## config.mk

```make
export PLATFORM = sky130hd
export DESIGN_NAME = tlb_fifo_lru
export DESIGN_NICKNAME = d
export VERILOG_FILES = /design/src/hdl/tlbfl_pkg.sv /design/src/hdl/tlbfl_order.sv /design/src/hdl/tlb_fifo_lru.sv
export SDC_FILE = /design/constraint.sdc
export NUM_CORES = 1
export LEC_CHECK = 0
export ABC_AREA = 0
export BUFFER_PORTS_ARGS = -buffer_cell sky130_fd_sc_hd__clkbuf_2
export CAP_MARGIN = 5
export CORE_UTILIZATION = 60
export DETAILED_ROUTE_END_ITERATION = 7
export GPL_ROUTABILITY_DRIVEN = 0
export PLACE_DENSITY = 0.79
export SYNTH_ARGS = -nofsm -noshare
export SYNTH_HDL_FRONTEND = slang
export SYNTH_SLANG_ARGS = --single-unit
```

## constraint.sdc

```tcl
create_clock -name clk -period 8.7 [get_ports clk]
set_input_delay 0.87 -clock clk [delete_from_list [all_inputs] [get_ports clk]]
set_output_delay 0.87 -clock clk [all_outputs]
set_load 0.01 [all_outputs]
```

## src/hdl/tlbfl_pkg.sv

```systemverilog
// ----------------------------------------------------------------------------
// tlbfl_pkg
// Shared types and codes for the fully associative translation buffer.
// ----------------------------------------------------------------------------
package tlbfl_pkg;

	localparam int PAGE_W = 20;
	localparam int FRAME_W = 20;
	localparam int CFG_IDX_W = 1;
	localparam int CFG_DATA_W = 5;

	// action codes
	localparam logic [1:0] ACT_LOOKUP = 2'd0;
	localparam logic [1:0] ACT_INSERT = 2'd1;
	localparam logic [1:0] ACT_FLUSH = 2'd2;

	// configuration register indexes
	localparam logic [CFG_IDX_W-1:0] CFG_MODE = 1'd0;
	localparam logic [CFG_IDX_W-1:0] CFG_LIMIT = 1'd1;

	localparam logic MODE_FIFO = 1'b0;
	localparam logic MODE_LRU = 1'b1;
	localparam logic [CFG_DATA_W-1:0] LIMIT_RESET = 5'd16;

	typedef struct packed {
		logic [1:0] action;
		logic [PAGE_W-1:0] page;
		logic [FRAME_W-1:0] new_frame;
	} in_item_t;

	typedef struct packed {
		logic hit;
		logic [FRAME_W-1:0] frame;
	} out_item_t;

	typedef struct packed {
		logic [PAGE_W-1:0] page;
		logic [FRAME_W-1:0] frame;
	} entry_t;

endpackage

```

## src/hdl/tlbfl_order.sv

```systemverilog
// ----------------------------------------------------------------------------
// tlbfl_order
// Age order of the entry slots, oldest first. Holds a permutation of all
// slots: the first held_count positions are live, the rest are free slots.
// ----------------------------------------------------------------------------
module tlbfl_order #(
	parameter int ENTRIES = 16
) (
	input logic clk,
	input logic arst_n,
	input logic [((ENTRIES > 1) ? $clog2(ENTRIES) : 1)-1:0] rd_pos,
	output logic [((ENTRIES > 1) ? $clog2(ENTRIES) : 1)-1:0] rd_slot,
	output logic [((ENTRIES > 1) ? $clog2(ENTRIES) : 1)-1:0] head_slot,
	input logic rot_en,
	input logic [((ENTRIES > 1) ? $clog2(ENTRIES) : 1)-1:0] rot_lo,
	input logic [((ENTRIES > 1) ? $clog2(ENTRIES) : 1)-1:0] rot_hi,
	input logic [((ENTRIES > 1) ? $clog2(ENTRIES) : 1)-1:0] rot_slot
);
	import tlbfl_pkg::*;

	localparam int IW = (ENTRIES > 1) ? $clog2(ENTRIES) : 1;

	logic [IW-1:0] ord_q [ENTRIES];
	logic [IW-1:0] ord_nxt [ENTRIES];

	assign rd_slot = ord_q[rd_pos];
	assign head_slot = ord_q[0];

	// rotate positions lo..hi left by one, the moved slot lands at hi
	for (genvar p = 0; p < ENTRIES; p++) begin : g_pos
		logic [IW-1:0] right_slot;
		if (p < ENTRIES - 1) begin : g_mid
			assign right_slot = ord_q[p+1];
		end else begin : g_last
			assign right_slot = ord_q[p];
		end
		always_comb begin
			ord_nxt[p] = ord_q[p];
			if (IW'(p) == rot_hi) begin
				ord_nxt[p] = rot_slot;
			end else if (IW'(p) >= rot_lo && IW'(p) < rot_hi) begin
				ord_nxt[p] = right_slot;
			end
		end
	end

	always_ff @(posedge clk or negedge arst_n) begin
		if (!arst_n) begin
			for (int p = 0; p < ENTRIES; p++) begin
				ord_q[p] <= IW'(p);
			end
		end else if (rot_en) begin
			ord_q <= ord_nxt;
		end
	end

endmodule

```

## src/hdl/tlb_fifo_lru.sv

```systemverilog
// ----------------------------------------------------------------------------
// tlb_fifo_lru
// Fully associative page translation buffer with FIFO or LRU replacement.
// ----------------------------------------------------------------------------
// Usage:
//   An item is taken when start is high and busy is low. action selects a
//   lookup, an insert of page/new_frame, or a flush. Every item produces one
//   result transfer: done is high for exactly one cycle with hit/frame.
//   Entries sit in a synchronous RAM with one read and one write port; a
//   small slot list keeps their age order. A lookup scans the list oldest
//   first, one RAM read per cycle, and stops at the first match.
//   Insert, flush, unused codes and a lookup of an empty buffer give done
//   in the cycle after the transfer, and the next item can be taken at once.
//   A lookup of a non-empty buffer keeps busy high while it scans, and gives
//   done in the cycle after the scan step that finds a match or reaches the
//   newest entry.
//   The result is not held: the receiver must take it in the done cycle.
//   Configuration writes (cfg_we, cfg_index, cfg_data) take effect at once
//   and belong in idle time only.
//   Reset empties the buffer, selects FIFO mode and a limit of 16 entries.
// ----------------------------------------------------------------------------
module tlb_fifo_lru #(
	parameter int ENTRIES = 16
) (
	input logic clk,
	input logic arst_n,
	input logic start,
	output logic busy,
	input tlbfl_pkg::in_item_t in_item,
	output logic done,
	output tlbfl_pkg::out_item_t result,
	input logic cfg_we,
	input logic [tlbfl_pkg::CFG_IDX_W-1:0] cfg_index,
	input logic [tlbfl_pkg::CFG_DATA_W-1:0] cfg_data
);
	import tlbfl_pkg::*;

	localparam int IW = (ENTRIES > 1) ? $clog2(ENTRIES) : 1;
	localparam int CW = $clog2(ENTRIES + 1);

	typedef enum logic [1:0] {
		ST_IDLE = 2'b01,
		ST_SCAN = 2'b10
	} state_t;

	state_t state_q;
	logic mode_q;
	logic [CFG_DATA_W-1:0] limit_q;
	logic [CW-1:0] held_q;
	logic [CW-1:0] pos_q;
	logic [IW-1:0] pos_s1;
	logic [IW-1:0] slot_s1;
	logic [PAGE_W-1:0] page_q;
	logic done_q;
	out_item_t result_q;

	entry_t mem [ENTRIES];
	entry_t mem_rd_q;

	logic [CW-1:0] limit;
	logic accept;
	logic full;
	logic match;
	logic last;
	logic [IW-1:0] rd_pos;
	logic [IW-1:0] rd_slot;
	logic [IW-1:0] head_slot;
	logic rot_en;
	logic [IW-1:0] rot_lo;
	logic [IW-1:0] rot_hi;
	logic [IW-1:0] rot_slot;
	logic wr_en;
	logic [IW-1:0] wr_slot;

	assign busy = (state_q != ST_IDLE);
	assign accept = start && (state_q == ST_IDLE);
	assign done = done_q;
	assign result = result_q;

	// clamp the limit into 1..ENTRIES
	always_comb begin
		if (limit_q == '0) begin
			limit = CW'(1);
		end else if (32'(limit_q) > ENTRIES) begin
			limit = CW'(ENTRIES);
		end else begin
			limit = CW'(limit_q);
		end
	end

	assign full = (held_q >= limit) && (held_q != '0);
	assign match = (mem_rd_q.page == page_q);
	assign last = (CW'(pos_s1) == held_q - CW'(1));

	always_comb begin
		if (state_q == ST_IDLE) begin
			rd_pos = (in_item.action == ACT_LOOKUP) ? '0 : held_q[IW-1:0];
		end else begin
			rd_pos = pos_q[IW-1:0];
		end
	end

	assign rot_hi = IW'(held_q - CW'(1));
	assign rot_lo = (state_q == ST_IDLE) ? '0 : pos_s1;
	assign rot_slot = (state_q == ST_IDLE) ? head_slot : slot_s1;
	assign wr_en = accept && (in_item.action == ACT_INSERT);
	assign wr_slot = full ? head_slot : rd_slot;

	always_comb begin
		rot_en = 1'b0;
		if (wr_en && full) begin
			rot_en = 1'b1;
		end else if (state_q == ST_SCAN && match && mode_q == MODE_LRU) begin
			rot_en = 1'b1;
		end
	end

	tlbfl_order #(
		.ENTRIES(ENTRIES)
	) u_order (
		.clk(clk),
		.arst_n(arst_n),
		.rd_pos(rd_pos),
		.rd_slot(rd_slot),
		.head_slot(head_slot),
		.rot_en(rot_en),
		.rot_lo(rot_lo),
		.rot_hi(rot_hi),
		.rot_slot(rot_slot)
	);

	// entry ram, one read and one write port
	always_ff @(posedge clk) begin
		if (wr_en) begin
			mem[wr_slot] <= '{page: in_item.page, frame: in_item.new_frame};
		end
		mem_rd_q <= mem[rd_slot];
	end

	always_ff @(posedge clk or negedge arst_n) begin
		if (!arst_n) begin
			mode_q <= MODE_FIFO;
			limit_q <= LIMIT_RESET;
		end else if (cfg_we) begin
			case (cfg_index)
				CFG_MODE: mode_q <= cfg_data[0];
				CFG_LIMIT: limit_q <= cfg_data;
				default: ;
			endcase
		end
	end

	always_ff @(posedge clk) begin
		if (accept) begin
			page_q <= in_item.page;
		end
		if (accept || state_q == ST_SCAN) begin
			slot_s1 <= rd_slot;
		end
		if (accept) begin
			pos_s1 <= '0;
		end else if (state_q == ST_SCAN) begin
			pos_s1 <= pos_q[IW-1:0];
		end
		if (accept) begin
			pos_q <= CW'(1);
		end else if (state_q == ST_SCAN) begin
			pos_q <= pos_q + CW'(1);
		end
	end

	always_ff @(posedge clk or negedge arst_n) begin
		if (!arst_n) begin
			state_q <= ST_IDLE;
			held_q <= '0;
			done_q <= 1'b0;
			result_q <= '0;
		end else begin
			case (state_q)
				ST_IDLE: begin
					// every command answers at once except a lookup of a non-empty list
					done_q <= accept && !(in_item.action == ACT_LOOKUP && held_q != '0);
					if (accept) begin
						result_q <= '0;
						case (in_item.action)
							ACT_LOOKUP: begin
								if (held_q != '0) begin
									state_q <= ST_SCAN;
								end
							end
							ACT_INSERT: begin
								if (!full) begin
									held_q <= held_q + CW'(1);
								end
							end
							ACT_FLUSH: begin
								held_q <= '0;
							end
							default: begin
							end
						endcase
					end
				end
				ST_SCAN: begin
					done_q <= match || last;
					if (match) begin
						result_q <= '{hit: 1'b1, frame: mem_rd_q.frame};
						state_q <= ST_IDLE;
					end else if (last) begin
						result_q <= '0;
						state_q <= ST_IDLE;
					end
				end
				default: begin
					done_q <= 1'b0;
					state_q <= ST_IDLE;
				end
			endcase
		end
	end

endmodule

```

### Word level (Yosys, flattened, before mapping)

Memory sizes are Yosys's and may differ from the RTL's. A register that Yosys moved wholly into a read port is not among the register bits.
Index checks and enable logic that the tools add are counted.
W data, S select, Z words.

* register bits after elaboration: 132
* memory bits (writable): 640
* word-level logic and storage cells: 218
* memories: 1

Memory list
* mem: words 16, bits a word 40, read ports 1, clocked after memory_dff 1, wr ports 1, line tlb_fifo_lru.sv:57 `entry_t mem [ENTRIES];`

* add/subtract/negate cells: 3
* $lt $le $gt $ge: 33
* eq/ne operators: 27
* multiplexer cells: 57
* bitwise operators: 2
* reductions and logical operators: 68

Operator list (number)
* $mux W4: 37
* $mux W21: 3
* $pmux W21 S2: 1
* $reduce_and A2 Y1: 18
* $reduce_bool A2 Y1: 17
* $eq A4 B4 Y1 const A: 8
* $ge A4 B4 Y1 const A: 7
* $lt A4 B4 Y1 const A: 7
* $logic_and A1 B1 Y1: 23
* $eq A20 B20 Y1: 1
* $bmux W4 S4: 1
* $eq A3 B4 Y1 const A: 4
* $ge A3 B4 Y1 const A: 4
* $lt A3 B4 Y1 const A: 4
* $mux W5: 3
* $add A5 B1 Y5 const B: 2
* $mux W2: 5
* $pmux W5 S2: 1
* $eq A2 B4 Y1 const A: 2
* $ge A1 B4 Y1 const A: 2
* $ge A2 B4 Y1 const A: 2
* $lt A1 B4 Y1 const A: 2
* $lt A2 B4 Y1 const A: 2
* $reduce_and A4 Y1: 2
* 23 further kinds: 32

### Logic depth before layout (Yosys ltp)

Gate-level depths: netlist of the first run.

* depth after elaboration: 8
* gate-level depth with buffers: 17
* depth with buffers taken out: 12

### Cells and area by module

A second synthesis of the first run with hierarchy kept.

* cell total of the unflattened synthesis: 1590
* area, all modules: 32084.5 um^2

Modules (own cells, without submodules)
* tlb_fifo_lru: times used 1, cells each 1234, area each 28192.0 um^2, sequential area each 21778.4 um^2
* tlbfl_order: times used 1, cells each 356, area each 3892.5 um^2, sequential area each 1641.6 um^2

### Worst setup path before layout of the first run

No wires, ideal clock.

* path kind: input port to flip-flop
* start: input in_item[41] (netlist name)
* end: memory mem[1][0] (netlist name), enable pin
* library setup time: 0.487 ns
* arrival: 5.791 ns
* required time: 8.213 ns
* slack: 2.422 ns
* stages on the path: 11
* buffers on the path: 2
* cell sequence: clkbuf_1 o211a_1 nor2_1 a2111oi_0 a211o_1 nor3_4 inv_2 buf_2 a211oi_1 a31oi_1 nor3_1

* cells in the longest elaborated chain, start to end: 8
* elaborated cells on any way between the ends: 12
* those cells by class: eq/ne (1); mux (8); bitwise (1); reduce/logical (2)

RTL lines
* start, declared: line tlb_fifo_lru.sv:29 `input tlbfl_pkg::in_item_t in_item,`
* $logic_not A2 Y1: line tlb_fifo_lru.sv:97 `rd_pos = (in_item.action == ACT_LOOKUP) ? '0 : held_q[IW-1:0];`
* $mux W4: line tlb_fifo_lru.sv:97
* $mux W4: line tlb_fifo_lru.sv:96 `if (state_q == ST_IDLE) begin`
* $not A4 Y5 (implied by the code): line tlbfl_order.sv:26 `assign rd_slot = ord_q[rd_pos];`
* $bmux W4 S4: line tlbfl_order.sv:26
* $mux W4 (implied by the code) (2 in series): line tlbfl_order.sv:26
* named net rd_slot[1]: line tlb_fifo_lru.sv:66 `logic [IW-1:0] rd_slot;`
* $mux W4: line tlb_fifo_lru.sv:107 `assign wr_slot = full ? head_slot : rd_slot;`
* end, declared: line tlb_fifo_lru.sv:57

The timed path passes the listed nets, and every way through them passes these cells. The select of a mux whose other input is x is not followed.

### Final worst setup path of the first run

* start: register state_q[0]
* end: memory mem[2][17] (netlist name), enable pin

* cells in the longest elaborated chain, start to end: 7
* elaborated cells on any way between the ends: 11
* those cells by class: eq/ne (1); mux (7); bitwise (1); reduce/logical (2)

RTL lines
* start, declared: line tlb_fifo_lru.sv:46 `state_t state_q;`
* start signal, assigned: line tlb_fifo_lru.sv:174 `state_q <= ST_IDLE;`
* start signal, assigned: line tlb_fifo_lru.sv:188 `state_q <= ST_SCAN;`
* start signal, assigned: line tlb_fifo_lru.sv:208 `state_q <= ST_IDLE;`
* $eq A2 B1 Y1 (*): line tlb_fifo_lru.sv:76, tlb_fifo_lru.sv:96
* $mux W4: line tlb_fifo_lru.sv:96
* $not A4 Y5 (implied by the code): line tlbfl_order.sv:26
* $bmux W4 S4: line tlbfl_order.sv:26
* $mux W4 (implied by the code) (2 in series): line tlbfl_order.sv:26
* $mux W4: line tlb_fifo_lru.sv:107

Every way passes the cells marked *; elsewhere a longest branch is shown, timed or not. The select of a mux whose other input is x is not followed.

==> summary.md, run 1 <==
| Metric | Value |
|---|---|
| Status | `finished clean` |
| PD cells | `395 mW/mm²` |
| CTS Buf Count | `between 80 and 90` |
| P&R area growth vs syn | `11.2%` |
| Crit path capture type | `flop` |
| Clock latency on the worst-skew pair | `~0.65 ns` |
| Synth cell types | `64` |
| Initial antenna violation count | `5` |
| ANT nets after route | `0` |
| Worst Clk Skew | `0.0283 ns` |
| Post-CTS Setup Inserts | `0` |
| GR Util met2 | `49.5%` |
| Final Setup Violations | `0` |
| Vias in the first global route | `22.4k` |
| Clock transition at the registers of the reported paths | `approximately 0.06 ns` |
| Comb power frac | `between 40% and 50%` |
| H-tree Lvls | `3` |
| Max Buffers Root-to-Sink | `3` |
| R2R setup slack | `between 1.5 and 2 ns` |
| Root Driver | `clkbuf_16` |
| Cell Area, Synth | `around 0.034 mm²` |
| DRC violations left | `0` |
| GRT busiest layer | `met2` |
| Pin slew with the least headroom to its limit | `roughly 1.3 ns` |
| Core Box Area | `approximately 0.056 mm²` |
| Syn. warnings | `0` |
| Max Cap Viol | `0` |
| Psw | `about 6 mW` |
| Fmax | `about 0.14 GHz` |
| Final Non-Filler Cells | `around 3.1k` |
| Power Internal | `8.85 mW` |
| Row Count | `between 80 and 90` |
| Routing usage on met3 | `under 10%` |
| Min-Delay Path Class | `in2async` |
| CP Data Arrival Time | `between 7 and 8 ns` |
| Total gr overflow | `0` |
| Commonest non-fill, non-tap cells in the layout | `edfxtp_1 (664), a2111oi_0 (162), mux2i_1 (134)` |
| Leading cell type in the layout, fill and taps excluded | `edfxtp_1` |
| Die area | `0.0579 mm²` |
| Drt wl/cell | `roughly 29 µm` |
| Number of synthesized register bits | `811` |
| Data required time at the worst endpoint | `between 8 and 9 ns` |
| Die width | `241 µm` |
| Startpoint Class | `flop` |
| Post-CTS Resized | `0` |
| Register share of total power | `between 30 and 40%` |
| Footprint of the multi-input gates | `~0.01 mm²` |
| Min Tclk post-route | `slightly below 7 ns` |
| Initial Utilization | `60.7%` |
| First-pass GRT wire length | `between 100000 and 150000 µm` |
| Reg area | `around 0.023 mm²` |
| RSZ-0062 raised after global routing | `false` |
| Syn Inst Count | `about 2.3k` |
| CTS tree | `done` |
| FILL cells | `3649` |
| Final period utilization | `80.0%` |
| Leak pwr | `about 13 nW` |
| Largest net degree at the start of global routing | `89` |
| Primary FF master, synth | `edfxtp_1` |
| Syn nets | `roughly 2.4k` |
| Max-slew violation count | `0` |
| DR iter-0 viols | `3478` |
| Routed wire length | `90300 µm` |
| Port-buffer cells | `between 70 and 80` |
| GR Util All Layers | `31.3%` |
| CTS Hold Buffers Added | `0` |
| Share of layout cells above drive strength 1 | `18.8%` |
| Relative slew margins | `15.5%` |
| Peak supply drop | `between 0.4 and 0.5 mV` |
| Via count | `roughly 23k` |
| I/O pins | `75` |
| Worst Path Max Fanout | `88` |
| Cells after DPL | `2995` |
| Met1 usage | `40.9%` |
| HPWL Detailed | `roughly 47000 µm` |
| Kind of critical path | `reg2reg` |
| TritonRoute pass-1 iters | `8` |
| Die height | `roughly 240 µm` |
| Post-DR vias/cell | `7.22` |
| EDFF count, synth | `664` |
| Nets | `around 2.4k` |
| CTS Sinks | `around 800` |
| Asr flop ratio synth | `between 10% and 20%` |
| TNS Setup | `0 ns` |
| Sequential area share after synthesis | `68.6%` |
| Switching share of power | `roughly two fifths` |
| Clock share of power | `between 20% and 30%` |
| Syn_area_per_cell | `roughly 15 µm²` |
| Hold Fails Final Rpt | `0` |
cells in the mapped netlist (3+ instances only):
cell type,count,share of area (%)
o211ai_1,5,0.11
o2bb2ai_1,5,0.13
a2bb2oi_1,4,0.10
nand2_1,121,1.3
ha_1,13,0.48
xnor2_1,11,0.28
o21ai_0,73,1.1
a32oi_1,10,0.26
nor4_1,7,0.13
inv_1,20,0.22
dfrtp_1,65,4.8
mux2_1,12,0.40
a22o_1,24,0.62
xor2_1,17,0.44
nand3_1,30,0.44
a211o_1,4,0.10
mux2i_1,138,4.0
o31ai_1,124,2.7
a21o_1,9,0.20
a211oi_1,7,0.15
o2111ai_1,43,1.1
nor3_1,24,0.35
a31oi_1,12,0.22
o22ai_1,4,0.073
a21oi_1,31,0.45
mux2_2,128,4.2
o22a_1,40,1.0
dfstp_2,34,2.6
edfxtp_1,664,58
buf_2,31,0.45
mux4_2,5,0.33
buf_1,10,0.11
and3_1,5,0.092
nand4_1,127,2.3
clkbuf_1,153,1.7
nor2_1,48,0.53
nor2b_1,11,0.20
nand2b_1,5,0.092
dfxtp_1,48,2.8
buf_4,4,0.088
a2111oi_0,162,4.2
and2_1,3,0.055
sequential cells by signal, summed over array words and instances, names as in the netlist:
signal / flops
done: 1
mem_rd_q: 40
mem: 640
u_order.head_slot: 4
result: 21
mode_q: 1
u_order.g_pos.right_slot: 60
limit_q: 5
state_q: 2
page_q: 20
pos_s1: 4
slot_s1: 4
held_q: 5
pos_q: 4
power groups by stage:
stage / combinational (mW) / clock (mW) / sequential (mW)
floorplan: 4.51 / 0 / 4.77
global placement: 6.11 / 0 / 4.89
detailed placement: 6.31 / 0 / 4.90
CTS: 6.37 / 3.61 / 4.82
global route: 6.91 / 3.75 / 4.85
finish: 6.55 / 3.60 / 4.83
through the flow:
stage	hold WS, ns	cell area (µm²)	utilization, %	setup WS, ns	total power [mW]
floorplan	0.427	34100	-	2.42	9.28
global placement	0.437	35200	62.6	2.17	11.0
detailed placement	0.438	35200	62.6	1.96	11.2
CTS	0.220	38000	67.5	1.94	14.8
global route	0.246	38000	67.5	1.45	15.5
finish	0.214	38000	67.5	1.74	15.0
kinds of logic after synthesis:
family,after synthesis,synth area share (%)
AO/OA/AOI/OAI,572,12.9
XOR/XNOR,28,0.718
adder cells (fa/ha/maj),14,0.506
buffers and inverters,221,2.59
flip-flops,811,68.6
multiplexers,283,8.99
AND/OR/NAND/NOR,388,5.73
worst paths after layout:
path | end | from | cells past startpoint
min in group clk | result[0] | mem_rd_q[0] | 1
min reg2reg | result[0] | mem_rd_q[0] | 1
min | held_q[2] | arst_n | 1
max in group asynchronous | result[14] | arst_n | 2
max reg2reg | mem[2][17] | state_q[0] | 12
max | mem[2][17] | state_q[0] | 12
critical path, cell delays in order, from the launching register on:
cell	delay (ns)
dfstp_2	0.53
ha_1	0.88
nand2b_1	0.49
nand3_1	0.14
a2111oi_0	1.01
a211o_4	0.92
nor3_4	0.18
inv_2	0.53
buf_4	0.53
o211ai_1	0.16
o31a_1	0.25
nor3_2	0.24
buf_4	0.63
final cells by class:
class	instances	share of cell area (%)
Inverter	23	0.247
Tap cell	756	2.49
Clock inverter	31	1.09
Clock buffer	118	6.16
Antenna cell	4	0.0264
Multi-Input combinational cell	1285	26.4
Timing Repair Buffer	120	1.89
Sequential cell	811	61.7
per-layer routing:
metal  vias up  wire length (µm)
met3       377              9650
met4         2              5100
li1       9450                 -
met1     11200             32700
met5         -                13
met2      1699             42800
Note: power is estimated with default switching activity, not from simulation.
==> run 2: changes to the inputs <==
--- a/config.mk
+++ b/config.mk
@@ -8,10 +8,10 @@
 export ABC_AREA = 0
 export BUFFER_PORTS_ARGS = -buffer_cell sky130_fd_sc_hd__clkbuf_2
 export CAP_MARGIN = 5
-export CORE_UTILIZATION = 60
+export CORE_UTILIZATION = 56
 export DETAILED_ROUTE_END_ITERATION = 7
 export GPL_ROUTABILITY_DRIVEN = 0
-export PLACE_DENSITY = 0.79
+export PLACE_DENSITY = 0.77
 export SYNTH_ARGS = -nofsm -noshare
 export SYNTH_HDL_FRONTEND = slang
 export SYNTH_SLANG_ARGS = --single-unit
==> constraint.sdc (replaced) <==
create_clock -name clk -period 6.35 [get_ports clk]
set_input_delay 0.635 -clock clk [delete_from_list [all_inputs] [get_ports clk]]
set_output_delay 0.635 -clock clk [all_outputs]
set_load 0.01 [all_outputs]
==> summary.md, run 2 (synthesis gave the netlist of run 1 again) <==
| Metric | Value |
|---|---|
| Power Internal | `12.0 mW (+36%)` |
| Fmax | `0.187 GHz (+30%)` |
| Die height | `249 µm (+3.5%)` |
| Initial antenna violation count | `2 (-3)` |
| I/O pins | `75 (unchanged)` |
| Via count | `22.5k (-1.1%)` |
| DRC violations left | `0 (unchanged)` |
| Total gr overflow | `0 (unchanged)` |
| Commonest non-fill, non-tap cells in the layout | `edfxtp_1 (664), a2111oi_0 (162), mux2i_1 (135)` |
| HPWL Detailed | `49400 µm (+5.0%)` |
| Max FFs per register | `640 (unchanged)` |
| Psw | `8.40 mW (+37%)` |
| Max-slew violation count | `0 (unchanged)` |
| Min Tclk post-route | `5.35 ns (-1.61 ns)` |
| Peak supply drop | `0.977 mV (+120%)` |
| Die width | `249 µm (+3.5%)` |
| Register share of total power | `32.4% (about the same)` |
| TritonRoute pass-1 iters | `6 (-2)` |
| Hold Fails Final Rpt | `0 (unchanged)` |
| Post-DR vias/cell | `7.03 (-2.7%)` |
| Vias in the first global route | `22.2k (-0.99%)` |
| GRT busiest layer | `met2` |
| H-tree Lvls | `3 (unchanged)` |
| Crit path capture type | `flop` |
| Initial Utilization | `56.6% (-4.1 points)` |
| CTS Hold Buffers Added | `1 (+1)` |
| Clock latency on the worst-skew pair | `0.64 ns (about the same)` |
| Leading cell type in the layout, fill and taps excluded | `edfxtp_1` |
| P&R area growth vs syn | `11.5%` |
| CTS Buf Count | `80 (-1.2%)` |
| Total power | `20.4 mW (+36%)` |
| CTS tree | `done` |
| Port-buffer cells | `74 (unchanged)` |
| Post-CTS Setup Inserts | `0 (unchanged)` |
| Post-CTS Resized | `0 (unchanged)` |
| Met1 usage | `37.8% (-3.1 points)` |
| Relative slew margins | `21.0% (+5.5 points)` |
| Die area | `0.0620 mm² (+7.1%)` |
| Largest Register | `mem` |
| Row Count | `90 (+3.4%)` |
| First-pass GRT wire length | `135000 µm (about the same)` |
| Routing usage on met3 | `5.54% (-0.97 points)` |
| Routed wire length | `88600 µm (-1.8%)` |
| Core Box Area | `0.0604 mm² (+7.3%)` |
| GR Util met2 | `45.5% (-4.0 points)` |
| Worst Path Max Fanout | `84 (-4.5%)` |
| Pin slew with the least headroom to its limit | `1.18 ns (-0.0755 ns)` |
| Share of layout cells above drive strength 1 | `19.7% (+0.83 points)` |
| Comb power frac | `44.8% (+1.1 points)` |
| Max Buffers Root-to-Sink | `3 (unchanged)` |
| Max Cap Viol | `0 (unchanged)` |
| TNS Setup | `0 ns (unchanged)` |
| RSZ-0062 raised after global routing | `false` |
| Final Setup Violations | `0 (unchanged)` |
| CP Data Arrival Time | `5.86 ns (-1.37 ns)` |
| Root Driver | `clkbuf_16` |
| ANT nets after route | `0 (unchanged)` |
| Leak pwr | `13.0 nW (+0.59%)` |
| Largest net degree at the start of global routing | `121 (+36%)` |
| Drt wl/cell | `27.7 µm (-3.3%)` |
| Worst Clk Skew | `0.0349 ns (+0.00653 ns)` |
| PD cells | `536 mW/mm² (+36%)` |
| Status | `finished clean` |
| Data required time at the worst endpoint | `6.87 ns (-2.10 ns)` |
| GR Util All Layers | `28.4% (-2.9 points)` |
| Kind of critical path | `reg2reg` |
| Clock share of power | `22.8% (-1.2 points)` |
| Nets | `2413 (+1.1%)` |
| CTS Sinks | `811 (unchanged)` |
| Final period utilization | `84.2% (+4.2 points)` |
| Switching share of power | `41.2% (+0.23 points)` |
| Startpoint Class | `flop` |
| Min-Delay Path Class | `in2reg` |
| Clock transition at the registers of the reported paths | `0.06 ns (about the same)` |
| DR iter-0 viols | `3164 (-9.0%)` |
[run 2: cell type report]
| class | instances | area, µm² |
|---|---|---|
| inverters | 23 | 93.8 |
| multi-input cells | 1285 | 10000 |
| diodes | 1 | 2.50 |
| repair buffers | 147 | 961 |
| clock inverters | 33 | 298 |
| well taps | 782 | 978 |
| clock buffers | 115 | 2290 |
| fillers | 4208 | 22300 |
| flip-flops and latches | 811 | 23400 |
[run 2: power by group through the flow]
stage	Combinational [mW]	Clock, mW	Sequential, mW
6_report	9.15	4.66	6.61
5_1_grt	9.62	4.87	6.64
4_1_cts	8.96	4.69	6.60
3_5_place_dp	8.87	0	6.70
3_3_place_gp	8.62	0	6.69
2_1_floorplan	6.17	0	6.54
[run 2: per-layer routing]
| layer | routed length (µm) | up-vias |
|---|---|---|
| met5 | 9 | - |
| met4 | 3770 | 2 |
| met3 | 8620 | 309 |
| met2 | 42600 | 1509 |
| met1 | 33600 | 11200 |
| li1 | - | 9481 |
[run 2: critical path, stage by stage (launching register included)]
cell and delay [ns]:
dfrtp_1 0.34, inv_1 0.06, ha_1 0.31, nor2b_1 0.62
o21ai_0 0.16, a2111oi_0 0.69, buf_4 0.25, a211o_4 0.12
buf_4 0.77, buf_4 0.56, o31ai_1 0.16, a2111oi_0 0.80
a2111oi_0 0.21, o2111ai_1 0.15
[run 2: path summary, 6_finish.rpt]
| kind | from | end | slack [ns] | depth (start not counted) |
|---|---|---|---|---|
| worst min-delay path | cfg_data[4] | limit_q[4] | 0.25 | 2 |
| min in group asynchronous | arst_n | u_order.g_pos[13].right_slot[0] | 0.56 | 2 |
| worst max-delay path | state_q[1] | mem_rd_q[6] | 1.00 | 13 |
| worst max register to register | state_q[1] | mem_rd_q[6] | 1.00 | 13 |
| worst min register to register | mem_rd_q[11] | result[11] | 0.46 | 1 |
| max in group asynchronous | arst_n | result[3] | 4.50 | 3 |
[run 2: metrics by stage]
step	instance area (µm²)	cells	hold WS [ns]	setup slack, ns	util, %
final	38100	3197	0.253	1.00	63.1
after global placement	35500	3047	0.435	1.43	58.8
after CTS	38100	3196	0.238	1.22	63.1
after detailed placement	35500	3047	0.445	1.21	58.8
after global routing	38100	3197	0.252	0.984	63.1
after floorplan	34100	2317	0.339	0.173	-
